==> src/rtl/tspp_pkg.sv <==
// Shared types and constants of the trapezoidal step speed planner.
// Used by tspp_iter_unit and trapezoidal_step_speed_planner_unit; no dependencies.
package tspp_pkg;

    localparam int POSITION_BITS_DEF = 32;

    localparam logic [1:0] CMD_PLAN  = 2'd0;
    localparam logic [1:0] CMD_SPEED = 2'd1;
    localparam logic [1:0] CMD_STOP  = 2'd2;

    localparam logic [1:0] REG_CRUISE = 2'd0;
    localparam logic [1:0] REG_START  = 2'd1;
    localparam logic [1:0] REG_END    = 2'd2;
    localparam logic [1:0] REG_ACCEL  = 2'd3;

    localparam logic [15:0] CRUISE_RST = 16'd1000;
    localparam logic [15:0] START_RST  = 16'd100;
    localparam logic [15:0] END_RST    = 16'd100;
    localparam logic [23:0] ACCEL_RST  = 24'd1000;
    localparam logic [31:0] SQ_RST     = 32'd10000;
    localparam logic [24:0] TWOA_RST   = 25'd2000;

    localparam logic [30:0] DIST_MAX       = 31'h7FFF_FFFF;
    localparam logic [30:0] MIN_STOP_STEPS = 31'd4;
    localparam logic [15:0] SPEED_MAX      = 16'hFFFF;

    localparam logic [5:0] DIV_STEPS  = 6'd32;
    localparam logic [5:0] SQRT_STEPS = 6'd16;

    typedef enum logic {
        IU_DIV,
        IU_SQRT
    } t_iu_op;

    typedef struct packed {
        logic        go;
        t_iu_op      op;
        logic [31:0] num;
        logic [24:0] den;
    } t_iu_req;

    typedef struct packed {
        logic        done;
        logic [31:0] q;
    } t_iu_rsp;

    typedef enum logic [3:0] {
        ST_IDLE,
        ST_DIST,
        ST_SQ_END,
        ST_SQ_CRUISE,
        ST_DIV1_GO,
        ST_DIV1_WAIT,
        ST_DIV2_GO,
        ST_DIV2_WAIT,
        ST_PLAN_END,
        ST_QSEL,
        ST_QMUL,
        ST_QADD,
        ST_SQ_WAIT,
        ST_STOP
    } t_state;

endpackage

==> src/rtl/trapezoidal_step_speed_planner_unit.sv <==
// Top level of the trapezoidal step speed planner: command sequencer and datapath.
// Depends on tspp_pkg and tspp_iter_unit.
//
// One command is taken per beat when start is high and busy is low; busy stays
// high until the result strobe o_valid, which lasts exactly one cycle and cannot
// be held off. A plan runs two divisions in the shared divide/root unit, a speed
// query at most one multiply plus a square root; a stop and an undefined command
// use neither. Configuration writes take effect at once and are snapshotted by
// each plan.
module trapezoidal_step_speed_planner_unit #(
    parameter int POSITION_BITS = tspp_pkg::POSITION_BITS_DEF
) (
    input  logic        i_clk,
    input  logic        i_rst_n,
    input  logic        start,
    output logic        busy,
    input  logic        i_cfg_we,
    input  logic [1:0]  i_cfg_idx,
    input  logic [23:0] i_cfg_data,
    input  logic [1:0]  i_command,
    input  logic [31:0] i_position,
    input  logic [31:0] i_target_position,
    output logic        o_valid,
    output logic [15:0] o_speed,
    output logic [30:0] o_stop_steps,
    output logic        o_bad_input
);

    tspp_pkg::t_state r_state, n_state;

    logic [15:0] r_cruise, r_start_spd, r_end_spd;
    logic [23:0] r_accel;

    logic [1:0]  r_cmd, n_cmd;
    logic [32:0] r_pos, n_pos;
    logic [32:0] r_tgt, n_tgt;

    logic [POSITION_BITS-1:0] r_origin, n_origin;
    logic [30:0] r_md, n_md;
    logic [31:0] r_aep, n_aep;
    logic [31:0] r_dsp, n_dsp;

    logic [15:0] r_snap_cruise, n_snap_cruise;
    logic [24:0] r_snap_twoa, n_snap_twoa;
    logic [31:0] r_snap_start2, n_snap_start2;
    logic [31:0] r_snap_end2, n_snap_end2;

    logic [30:0] r_dist, n_dist;
    logic [31:0] r_cr2, n_cr2;
    logic        r_neg, n_neg;
    logic [32:0] r_t, n_t;
    logic [32:0] r_sm, n_sm;
    logic [32:0] r_sa, n_sa;
    logic        r_bad, n_bad;
    logic [31:0] r_qadd, n_qadd;
    logic [30:0] r_mop, n_mop;
    logic [55:0] r_prod, n_prod;

    logic        r_valid, n_valid;
    logic [15:0] r_speed, n_speed;
    logic [30:0] r_stop, n_stop;
    logic        r_bad_out, n_bad_out;

    tspp_pkg::t_iu_req iu_req;
    tspp_pkg::t_iu_rsp iu_rsp;

    logic [32:0] pos_ext, tgt_ext, origin_ext;
    logic [23:0] a_eff;
    logic [24:0] mul_a;
    logic [30:0] mul_b;
    logic [55:0] mul_p;

    logic [32:0] ad_a, ad_b;
    logic [33:0] ad_diff, ad_neg, ad_mag;
    logic [30:0] dist_sat;

    logic [31:0] num_hi;
    logic [32:0] num_diff, num_neg;
    logic [31:0] num_mag;

    logic [32:0] t_sum, sm_tmp, sm_val, sa_val;
    logic        bad_val, sa_lt_sm;
    logic [33:0] dsp_full;
    logic [31:0] dsp_sat;

    logic        s_lt_aep, s_lt_dsp, s_lt_md;
    logic [30:0] tail;
    logic [56:0] qsum;

    logic [30:0] md_a, r_a, md_b, r_b, r_c;
    logic [32:0] sum_b;
    logic [31:0] rem_c;

    assign pos_ext = {{(33 - POSITION_BITS){i_position[POSITION_BITS-1]}},
                      i_position[POSITION_BITS-1:0]};
    assign tgt_ext = {{(33 - POSITION_BITS){i_target_position[POSITION_BITS-1]}},
                      i_target_position[POSITION_BITS-1:0]};
    assign origin_ext = {{(33 - POSITION_BITS){r_origin[POSITION_BITS-1]}}, r_origin};
    assign a_eff = (r_accel == 24'd0) ? 24'd1 : r_accel;

    assign busy = (r_state != tspp_pkg::ST_IDLE);

    always_comb begin
        mul_a = '0;
        mul_b = '0;
        case (r_state)
            tspp_pkg::ST_DIST: begin
                mul_a = {9'd0, r_start_spd};
                mul_b = {15'd0, r_start_spd};
            end
            tspp_pkg::ST_SQ_END: begin
                mul_a = {9'd0, r_end_spd};
                mul_b = {15'd0, r_end_spd};
            end
            tspp_pkg::ST_SQ_CRUISE: begin
                mul_a = {9'd0, r_snap_cruise};
                mul_b = {15'd0, r_snap_cruise};
            end
            tspp_pkg::ST_QMUL: begin
                mul_a = r_snap_twoa;
                mul_b = r_mop;
            end
            default: begin
                mul_a = '0;
                mul_b = '0;
            end
        endcase
        mul_p = mul_a * mul_b;
    end

    always_comb begin
        ad_a     = (r_cmd == tspp_pkg::CMD_PLAN) ? r_tgt : r_pos;
        ad_b     = (r_cmd == tspp_pkg::CMD_PLAN) ? r_pos : origin_ext;
        ad_diff  = {ad_a[32], ad_a} - {ad_b[32], ad_b};
        ad_neg   = -ad_diff;
        ad_mag   = ad_diff[33] ? ad_neg : ad_diff;
        dist_sat = (|ad_mag[33:31]) ? tspp_pkg::DIST_MAX : ad_mag[30:0];

        num_hi   = (r_state == tspp_pkg::ST_DIV2_GO) ? r_cr2 : r_snap_end2;
        num_diff = {1'b0, num_hi} - {1'b0, r_snap_start2};
        num_neg  = -num_diff;
        num_mag  = num_diff[32] ? num_neg[31:0] : num_diff[31:0];

        t_sum    = r_neg ? ({2'b00, r_dist} - {1'b0, iu_rsp.q})
                         : ({2'b00, r_dist} + {1'b0, iu_rsp.q});
        sm_tmp   = r_t + {32'd0, r_t[32]};
        sm_val   = {sm_tmp[32], sm_tmp[32:1]};
        sa_val   = r_neg ? (33'd0 - {1'b0, iu_rsp.q}) : {1'b0, iu_rsp.q};
        bad_val  = r_sm[32] | (r_sm[31:0] > {1'b0, r_dist});
        sa_lt_sm = $signed(r_sa) < $signed(r_sm);
        dsp_full = {r_sm, 1'b0} - {r_sa[32], r_sa};
        dsp_sat  = (|dsp_full[33:31]) ? {1'b0, tspp_pkg::DIST_MAX} : dsp_full[31:0];

        s_lt_aep = $signed({1'b0, r_dist}) < $signed(r_aep);
        s_lt_dsp = $signed({1'b0, r_dist}) < $signed(r_dsp);
        s_lt_md  = r_dist < r_md;
        tail     = r_md - r_dist - 31'd1;
        qsum     = {1'b0, r_prod} + {25'd0, r_qadd};

        md_a  = r_dist[30] ? tspp_pkg::DIST_MAX : {r_dist[29:0], 1'b0};
        r_a   = (r_dist < tspp_pkg::MIN_STOP_STEPS) ? tspp_pkg::MIN_STOP_STEPS : r_dist;
        sum_b = {2'b00, r_dist} + {r_aep[31], r_aep};
        if (sum_b[32]) begin
            md_b = '0;
        end else if (sum_b[31]) begin
            md_b = tspp_pkg::DIST_MAX;
        end else begin
            md_b = sum_b[30:0];
        end
        r_b   = ($signed(r_aep) < $signed({1'b0, tspp_pkg::MIN_STOP_STEPS}))
                ? tspp_pkg::MIN_STOP_STEPS : r_aep[30:0];
        rem_c = {1'b0, r_md} - {1'b0, r_dist};
        if (rem_c[31] || (rem_c == 32'd0)) begin
            r_c = '0;
        end else if (rem_c[30:0] < tspp_pkg::MIN_STOP_STEPS) begin
            r_c = tspp_pkg::MIN_STOP_STEPS;
        end else begin
            r_c = rem_c[30:0];
        end
    end

    always_comb begin
        n_state = r_state;
        case (r_state)
            tspp_pkg::ST_IDLE: begin
                if (start) n_state = tspp_pkg::ST_DIST;
            end
            tspp_pkg::ST_DIST: begin
                case (r_cmd)
                    tspp_pkg::CMD_PLAN:  n_state = tspp_pkg::ST_SQ_END;
                    tspp_pkg::CMD_SPEED: n_state = tspp_pkg::ST_QSEL;
                    tspp_pkg::CMD_STOP:  n_state = tspp_pkg::ST_STOP;
                    default:             n_state = tspp_pkg::ST_IDLE;
                endcase
            end
            tspp_pkg::ST_SQ_END:    n_state = tspp_pkg::ST_SQ_CRUISE;
            tspp_pkg::ST_SQ_CRUISE: n_state = tspp_pkg::ST_DIV1_GO;
            tspp_pkg::ST_DIV1_GO:   n_state = tspp_pkg::ST_DIV1_WAIT;
            tspp_pkg::ST_DIV1_WAIT: begin
                if (iu_rsp.done) n_state = tspp_pkg::ST_DIV2_GO;
            end
            tspp_pkg::ST_DIV2_GO:   n_state = tspp_pkg::ST_DIV2_WAIT;
            tspp_pkg::ST_DIV2_WAIT: begin
                if (iu_rsp.done) n_state = tspp_pkg::ST_PLAN_END;
            end
            tspp_pkg::ST_PLAN_END:  n_state = tspp_pkg::ST_IDLE;
            tspp_pkg::ST_QSEL: begin
                if (s_lt_aep || (!s_lt_dsp && s_lt_md)) begin
                    n_state = tspp_pkg::ST_QMUL;
                end else begin
                    n_state = tspp_pkg::ST_IDLE;
                end
            end
            tspp_pkg::ST_QMUL: n_state = tspp_pkg::ST_QADD;
            tspp_pkg::ST_QADD: begin
                n_state = (|qsum[56:32]) ? tspp_pkg::ST_IDLE : tspp_pkg::ST_SQ_WAIT;
            end
            tspp_pkg::ST_SQ_WAIT: begin
                if (iu_rsp.done) n_state = tspp_pkg::ST_IDLE;
            end
            tspp_pkg::ST_STOP: n_state = tspp_pkg::ST_IDLE;
            default:           n_state = tspp_pkg::ST_IDLE;
        endcase
    end

    always_comb begin
        n_cmd         = r_cmd;
        n_pos         = r_pos;
        n_tgt         = r_tgt;
        n_origin      = r_origin;
        n_md          = r_md;
        n_aep         = r_aep;
        n_dsp         = r_dsp;
        n_snap_cruise = r_snap_cruise;
        n_snap_twoa   = r_snap_twoa;
        n_snap_start2 = r_snap_start2;
        n_snap_end2   = r_snap_end2;
        n_dist        = r_dist;
        n_cr2         = r_cr2;
        n_neg         = r_neg;
        n_t           = r_t;
        n_sm          = r_sm;
        n_sa          = r_sa;
        n_bad         = r_bad;
        n_qadd        = r_qadd;
        n_mop         = r_mop;
        n_prod        = r_prod;
        n_valid       = 1'b0;
        n_speed       = r_speed;
        n_stop        = r_stop;
        n_bad_out     = r_bad_out;
        iu_req        = '0;
        case (r_state)
            tspp_pkg::ST_IDLE: begin
                if (start) begin
                    n_cmd = i_command;
                    n_pos = pos_ext;
                    n_tgt = tgt_ext;
                    if (i_command == tspp_pkg::CMD_PLAN) begin
                        n_snap_cruise = r_cruise;
                        n_snap_twoa   = {a_eff, 1'b0};
                    end
                end
            end
            tspp_pkg::ST_DIST: begin
                n_dist = dist_sat;
                if (r_cmd == tspp_pkg::CMD_PLAN) begin
                    n_snap_start2 = mul_p[31:0];
                end
                if (r_cmd != tspp_pkg::CMD_PLAN && r_cmd != tspp_pkg::CMD_SPEED &&
                    r_cmd != tspp_pkg::CMD_STOP) begin
                    n_valid   = 1'b1;
                    n_speed   = '0;
                    n_stop    = '0;
                    n_bad_out = 1'b0;
                end
            end
            tspp_pkg::ST_SQ_END: begin
                n_snap_end2 = mul_p[31:0];
            end
            tspp_pkg::ST_SQ_CRUISE: begin
                n_cr2 = mul_p[31:0];
            end
            tspp_pkg::ST_DIV1_GO, tspp_pkg::ST_DIV2_GO: begin
                iu_req.go  = 1'b1;
                iu_req.op  = tspp_pkg::IU_DIV;
                iu_req.num = num_mag;
                iu_req.den = r_snap_twoa;
                n_neg      = num_diff[32];
                if (r_state == tspp_pkg::ST_DIV2_GO) begin
                    n_sm = sm_val;
                end
            end
            tspp_pkg::ST_DIV1_WAIT: begin
                if (iu_rsp.done) n_t = t_sum;
            end
            tspp_pkg::ST_DIV2_WAIT: begin
                if (iu_rsp.done) begin
                    n_sa  = sa_val;
                    n_bad = bad_val;
                end
            end
            tspp_pkg::ST_PLAN_END: begin
                n_origin = r_pos[POSITION_BITS-1:0];
                n_md     = r_dist;
                if (r_bad) begin
                    n_aep = {1'b0, r_dist};
                    n_dsp = {1'b0, r_dist};
                end else if (sa_lt_sm) begin
                    n_aep = r_sa[31:0];
                    n_dsp = dsp_sat;
                end else begin
                    n_aep = r_sm[31:0];
                    n_dsp = r_sm[31:0];
                end
                n_valid   = 1'b1;
                n_speed   = r_start_spd;
                n_stop    = '0;
                n_bad_out = r_bad;
            end
            tspp_pkg::ST_QSEL: begin
                n_stop    = '0;
                n_bad_out = 1'b0;
                if (s_lt_aep) begin
                    n_mop  = r_dist;
                    n_qadd = r_snap_start2;
                end else if (s_lt_dsp) begin
                    n_valid = 1'b1;
                    n_speed = r_snap_cruise;
                end else if (s_lt_md) begin
                    n_mop  = tail;
                    n_qadd = r_snap_end2;
                end else begin
                    n_valid = 1'b1;
                    n_speed = '0;
                end
            end
            tspp_pkg::ST_QMUL: begin
                n_prod = mul_p;
            end
            tspp_pkg::ST_QADD: begin
                if (|qsum[56:32]) begin
                    n_valid = 1'b1;
                    n_speed = tspp_pkg::SPEED_MAX;
                end else begin
                    iu_req.go  = 1'b1;
                    iu_req.op  = tspp_pkg::IU_SQRT;
                    iu_req.num = qsum[31:0];
                    iu_req.den = '0;
                end
            end
            tspp_pkg::ST_SQ_WAIT: begin
                if (iu_rsp.done) begin
                    n_valid = 1'b1;
                    n_speed = iu_rsp.q[15:0];
                end
            end
            tspp_pkg::ST_STOP: begin
                n_valid   = 1'b1;
                n_speed   = '0;
                n_bad_out = 1'b0;
                if (s_lt_aep) begin
                    n_aep  = '0;
                    n_dsp  = '0;
                    n_md   = md_a;
                    n_stop = r_a;
                end else if (s_lt_dsp) begin
                    n_dsp  = '0;
                    n_md   = md_b;
                    n_stop = r_b;
                end else begin
                    n_stop = r_c;
                end
            end
            default: begin
                n_valid = 1'b0;
            end
        endcase
    end

    tspp_iter_unit u_iter (
        .i_clk   (i_clk),
        .i_rst_n (i_rst_n),
        .i_req   (iu_req),
        .o_rsp   (iu_rsp)
    );

    always_ff @(posedge i_clk) begin
        if (!i_rst_n) begin
            r_state       <= tspp_pkg::ST_IDLE;
            r_valid       <= 1'b0;
            r_cruise      <= tspp_pkg::CRUISE_RST;
            r_start_spd   <= tspp_pkg::START_RST;
            r_end_spd     <= tspp_pkg::END_RST;
            r_accel       <= tspp_pkg::ACCEL_RST;
            r_origin      <= '0;
            r_md          <= '0;
            r_aep         <= '0;
            r_dsp         <= '0;
            r_snap_cruise <= tspp_pkg::CRUISE_RST;
            r_snap_twoa   <= tspp_pkg::TWOA_RST;
            r_snap_start2 <= tspp_pkg::SQ_RST;
            r_snap_end2   <= tspp_pkg::SQ_RST;
        end else begin
            r_state       <= n_state;
            r_valid       <= n_valid;
            r_origin      <= n_origin;
            r_md          <= n_md;
            r_aep         <= n_aep;
            r_dsp         <= n_dsp;
            r_snap_cruise <= n_snap_cruise;
            r_snap_twoa   <= n_snap_twoa;
            r_snap_start2 <= n_snap_start2;
            r_snap_end2   <= n_snap_end2;
            if (i_cfg_we) begin
                case (i_cfg_idx)
                    tspp_pkg::REG_CRUISE: r_cruise    <= i_cfg_data[15:0];
                    tspp_pkg::REG_START:  r_start_spd <= i_cfg_data[15:0];
                    tspp_pkg::REG_END:    r_end_spd   <= i_cfg_data[15:0];
                    tspp_pkg::REG_ACCEL:  r_accel     <= i_cfg_data;
                    default:              r_accel     <= r_accel;
                endcase
            end
        end
    end

    always_ff @(posedge i_clk) begin
        r_cmd     <= n_cmd;
        r_pos     <= n_pos;
        r_tgt     <= n_tgt;
        r_dist    <= n_dist;
        r_cr2     <= n_cr2;
        r_neg     <= n_neg;
        r_t       <= n_t;
        r_sm      <= n_sm;
        r_sa      <= n_sa;
        r_bad     <= n_bad;
        r_qadd    <= n_qadd;
        r_mop     <= n_mop;
        r_prod    <= n_prod;
        r_speed   <= n_speed;
        r_stop    <= n_stop;
        r_bad_out <= n_bad_out;
    end

    assign o_valid      = r_valid;
    assign o_speed      = r_speed;
    assign o_stop_steps = r_stop;
    assign o_bad_input  = r_bad_out;

`ifndef SYNTHESIS
    a_valid_when_free: assert property (@(posedge i_clk) disable iff (!i_rst_n)
        o_valid |-> !busy)
        else $error("result strobe while a command is still in work");

    a_accept_goes_busy: assert property (@(posedge i_clk) disable iff (!i_rst_n)
        (start && !busy) |=> busy)
        else $error("accepted beat did not start the sequencer");

    a_unit_done_in_wait: assert property (@(posedge i_clk) disable iff (!i_rst_n)
        iu_rsp.done |-> (r_state == tspp_pkg::ST_DIV1_WAIT ||
                         r_state == tspp_pkg::ST_DIV2_WAIT ||
                         r_state == tspp_pkg::ST_SQ_WAIT))
        else $error("shared unit finished outside a wait state");
`endif

endmodule

==> src/rtl/tspp_iter_unit.sv <==
// Shared restoring divider / integer square root, one digit per cycle.
// Divide: 32-bit by 25-bit. Root: 32-bit radicand.
// Depends on tspp_pkg.
module tspp_iter_unit (
    input  logic              i_clk,
    input  logic              i_rst_n,
    input  tspp_pkg::t_iu_req i_req,
    output tspp_pkg::t_iu_rsp o_rsp
);

    logic [31:0]      r_acc, n_acc;
    logic [25:0]      r_rem, n_rem;
    logic [31:0]      r_q, n_q;
    logic [5:0]       r_cnt, n_cnt;
    logic             r_busy, n_busy;
    logic             r_done, n_done;
    tspp_pkg::t_iu_op r_op, n_op;
    logic [24:0]      r_den, n_den;

    logic [25:0] shifted;
    logic [25:0] trial;
    logic [26:0] diff;
    logic        ge;

    always_comb begin
        if (r_op == tspp_pkg::IU_SQRT) begin
            shifted = {r_rem[23:0], r_acc[31:30]};
            trial   = {8'd0, r_q[15:0], 2'b01};
        end else begin
            shifted = {r_rem[24:0], r_acc[31]};
            trial   = {1'b0, r_den};
        end
        diff = {1'b0, shifted} - {1'b0, trial};
        ge   = ~diff[26];
    end

    always_comb begin
        n_acc  = r_acc;
        n_rem  = r_rem;
        n_q    = r_q;
        n_cnt  = r_cnt;
        n_busy = r_busy;
        n_done = 1'b0;
        n_op   = r_op;
        n_den  = r_den;
        if (i_req.go) begin
            n_acc  = i_req.num;
            n_rem  = '0;
            n_q    = '0;
            n_op   = i_req.op;
            n_den  = i_req.den;
            n_busy = 1'b1;
            n_cnt  = (i_req.op == tspp_pkg::IU_SQRT) ? tspp_pkg::SQRT_STEPS
                                                     : tspp_pkg::DIV_STEPS;
        end else if (r_busy) begin
            n_rem = ge ? diff[25:0] : shifted;
            n_acc = (r_op == tspp_pkg::IU_SQRT) ? {r_acc[29:0], 2'b00}
                                                : {r_acc[30:0], 1'b0};
            n_q   = {r_q[30:0], ge};
            n_cnt = r_cnt - 6'd1;
            if (r_cnt == 6'd1) begin
                n_busy = 1'b0;
                n_done = 1'b1;
            end
        end
    end

    always_ff @(posedge i_clk) begin
        if (!i_rst_n) begin
            r_busy <= 1'b0;
            r_done <= 1'b0;
            r_cnt  <= '0;
        end else begin
            r_busy <= n_busy;
            r_done <= n_done;
            r_cnt  <= n_cnt;
        end
    end

    always_ff @(posedge i_clk) begin
        r_acc <= n_acc;
        r_rem <= n_rem;
        r_q   <= n_q;
        r_op  <= n_op;
        r_den <= n_den;
    end

    assign o_rsp.done = r_done;
    assign o_rsp.q    = r_q;

endmodule

==> config.mk <==
export PLATFORM = sky130hd
export DESIGN_NAME = trapezoidal_step_speed_planner_unit
export DESIGN_NICKNAME = d
export VERILOG_FILES = /design/src/rtl/tspp_pkg.sv /design/src/rtl/trapezoidal_step_speed_planner_unit.sv /design/src/rtl/tspp_iter_unit.sv
export SDC_FILE = /design/constraint.sdc
export NUM_CORES = 2
export LEC_CHECK = 0
export BUFFER_PORTS_ARGS = -buffer_cell sky130_fd_sc_hd__buf_2
export CELL_PAD_IN_SITES_DETAIL_PLACEMENT = 1
export CELL_PAD_IN_SITES_GLOBAL_PLACEMENT = 2
export CORE_ASPECT_RATIO = 0.7
export CORE_UTILIZATION = 44
export CTS_CLUSTER_DIAMETER = 200
export DETAILED_ROUTE_END_ITERATION = 16
export HOLD_SLACK_MARGIN = 0.12
export PLACE_DENSITY = 0.95
export SYNTH_ARGS = -nofsm -noshare
export SYNTH_HDL_FRONTEND = slang
export SYNTH_SLANG_ARGS = --single-unit
==> constraint.sdc <==
create_clock -name i_clk -period 19.6 [get_ports i_clk]
set_input_delay 4.9 -clock i_clk [delete_from_list [all_inputs] [get_ports i_clk]]
set_output_delay 4.9 -clock i_clk [all_outputs]
set_load 0.02 [all_outputs]
==> results.txt <==
Power per cell area -> 99.9 mW/mm^2
Routed length per instance -> 29.0 um
Synth Warn # -> 0
Routability cong. -> 1.02
Slowest-stage cell, CP -> buf_4
Vias in the first global route -> 71300
WS Path Type -> reg -> reg
Hold WS -> 0.457 ns
DR pass1 iterations -> 8
Setup TNS -> 0 ns
Post-synthesis sequential area ratio -> 0.266
Starting Density -> 0.446
Ratio of cells with drive above 1 in the final layout -> 0.0748
Synth top area share -> 0.172
Synthesized area -> 0.0791 mm^2
Setup bufs post-CTS -> 0
Synth area leader -> edfxtp_1
FFs w/ async S/R, synth -> 0
Die Ht -> 357 um
Crit-path most repeated cell -> fa_1
Final hold viol count -> 0
GRT Util Overall -> 0.362
MaxCap Viol Count -> 1
Total Power -> 0.00853 W
Crit-path leading delay family -> adder cells
Resized Gates After CTS -> 0
Slew @ Worst Pin -> 1.54 ns
Port Buf Inserts -> 145
H-Tree Depth -> 3
Worst-Skew Late Latency -> 0.75 ns
Vias per Instance -> 6.21
Core box area -> 0.178 mm^2
CTS Sinks -> 826
Clk root buf -> clkbuf_16
Lkg Pwr -> 36.5 nW
Fmax achieved -> 80.1 MHz
Synthesized instance count -> 9083
Area contributors post-synth -> edfxtp_1, fa_1, dfxtp_1
CP Capture Type -> register
Failing checks -> capacitance limit, slew limit
Synthesized flop and latch total -> 826
First-pass GRT wire length -> 486000 um
Initial antenna violation count -> 37
Critical path data required time -> 20.08 ns
Peak supply drop -> 0.000102 V
Most common cell after layout, fill and taps aside -> nand2_1
Number of nets in the layout -> 10400
Worst Path Buf+Inv -> 8
CTS Buffer Depth -> 3
Period utilization -> 0.637
Finished Layout Cells -> 11500
Syn_area_per_cell -> 8.71 um^2
Max incr delay on CP -> 0.90 ns
# hold bufs at CTS -> 0
Final WL -> 332000 um
DIE AREA -> 0.182 mm^2
CTS tree -> done
Dpl ws -> 7.38 ns
Top_reg_cell synth -> edfxtp_1
CTS Buf Count -> 88
Max Slew Vio Count -> 27
DR iter-0 viols -> 8674
Die X -> 509 um
Critical path peak fanout -> 87
Distinct cells, synth -> 117
Post-route DRC -> 0
Number of synthesized flops with an enable pin -> 453
Detail Route Antenna Nets -> 0
Minimum clock period -> 12.48 ns
Clock Skews -> 0.0383 ns
Io pins -> 146
GR Overflow Total -> 0
Inst Count DP -> 11300
Commonest non-fill, non-tap cells in the layout -> nand2_1, inv_1, nor2_1, fa_1, a21oi_1
Crit path DAT -> 12.96 ns
DR vias -> 71200
Area grow syn2layout -> 7.93%
Reg clk slew, reported paths -> 0.07 ns
Worst Setup Slack, final -> 7.12 ns
Tightest Hold Check Type -> reg -> reg
Status -> finished, violations left
RSZ-0062 raised after global routing -> no
Largest net degree at the start of global routing -> 88
Slew HR -> -0.0292
Row count -> 129
CP Launch Type -> register
Setup-failing EPs final -> 0
DP HPWL -> 262000 um
## sequential cells by signal, indices dropped and copies added, names as in the netlist, 25 cells and up
signal	cells
r_prod	56
r_sa	33
r_t	33
r_aep	32
r_cr2	32
r_dsp	32
r_origin	32
r_pos	32
r_qadd	32
r_sm	32
r_snap_end2	32
r_snap_start2	32
r_tgt	32
u_iter.r_acc	32
u_iter.r_q	32
o_stop_steps	31
r_dist	31
r_md	31
r_mop	31
u_iter.r_rem	25
## final timing paths
| kind | from | end | slack (ns) | cells after the start |
|---|---|---|---|---|
| max | r_state[1]$_SDFFE_PN0P_ | r_prod[51]$_DFFE_PN_ | 7.12 | 32 |
| min | r_origin[17]$_SDFFE_PN0P_ | r_origin[17]$_SDFFE_PN0P_ | 0.46 | 2 |
| max reg2reg | r_state[1]$_SDFFE_PN0P_ | r_prod[51]$_DFFE_PN_ | 7.12 | 32 |
| min reg2reg | r_origin[17]$_SDFFE_PN0P_ | r_origin[17]$_SDFFE_PN0P_ | 0.46 | 2 |
## per-stage QoR
stage | cell area [um^2] | util
6_report | 85400 | 0.481
3_5_place_dp | 82400 | 0.464
5_1_grt | 85400 | 0.481
3_3_place_gp | 82400 | 0.464
4_1_cts | 85400 | 0.481
2_1_floorplan | 79200 | -
## report_power, final
group / internal (W) / switching (W)
registers: 0.00210 / 0.000142
clock network: 0.000941 / 0.000827
logic: 0.00151 / 0.00301
total: 0.00456 / 0.00398
## kinds of logic after synthesis
group                    synth area share
AND/OR/NAND/NOR                     0.165
AO/OA/AOI/OAI                       0.153
buffers and inverters              0.0729
adder cells (fa/ha/maj)             0.261
flip-flops                          0.266
XOR/XNOR                           0.0490
multiplexers                       0.0319
other                           0.0000474
## worst min-delay path: cells and delay by family, from the launching register on
family | cells | cell delay, ns
DFF | 1 | 0.31
and+or+nand+nor | 1 | 0.05
AOI/OAI and AO/OA | 1 | 0.05
## synthesized netlist by cell type, types with 12 or more instances
library cell and n:
nand2_1 1366, inv_1 1036, nor2_1 697, fa_1 673, a21oi_1 650, ha_1 572, edfxtp_1 453, clkbuf_1 385
dfxtp_1 373, o21ai_0 361, xnor2_1 312, a21o_1 145, mux2i_1 136, nand3_1 136, xor2_1 131, and3_1 119
nor3_1 106, mux2_2 103, a211oi_1 102, and2_1 82, nand2b_1 76, nor2b_1 71, nand4_1 68, o211ai_1 59
o21a_1 56, o21bai_1 53, a22oi_1 49, a221oi_1 46, a31oi_1 46, nor4_1 43, o31ai_1 43, or3_1 38
buf_1 37, o221ai_1 37, a22o_1 35, o22ai_1 31, buf_2 27, and4_1 21, or2_2 19, a211o_1 17
nor3b_1 15, o21ai_1 15, a2bb2oi_1 12, nand3b_1 12
## routing by layer
| layer | global-route usage | up-vias | share of wire |
|---|---|---|---|
| li1 | - | 30600 | - |
| met1 | 0.552 | 36400 | 0.45 |
| met2 | 0.487 | 3729 | 0.39 |
| met3 | 0.110 | 497 | 0.13 |
| met4 | 0.0940 | 20 | 0.027 |
| met5 | 0 | - | 0.00071 |
## final cells by class
cell class                      count  area (um^2)
Antenna cell                       11         27.5
Clock buffer                      119         2430
Clock inverter                     47          478
Fill cell                       20700        92200
Inverter                         1041         3910
Multi-Input combinational cell   6764        52600
Sequential cell                   826        21100
Tap cell                         2358         2950
Timing Repair Buffer              296         1870
(Power assumes the default switching activity.)
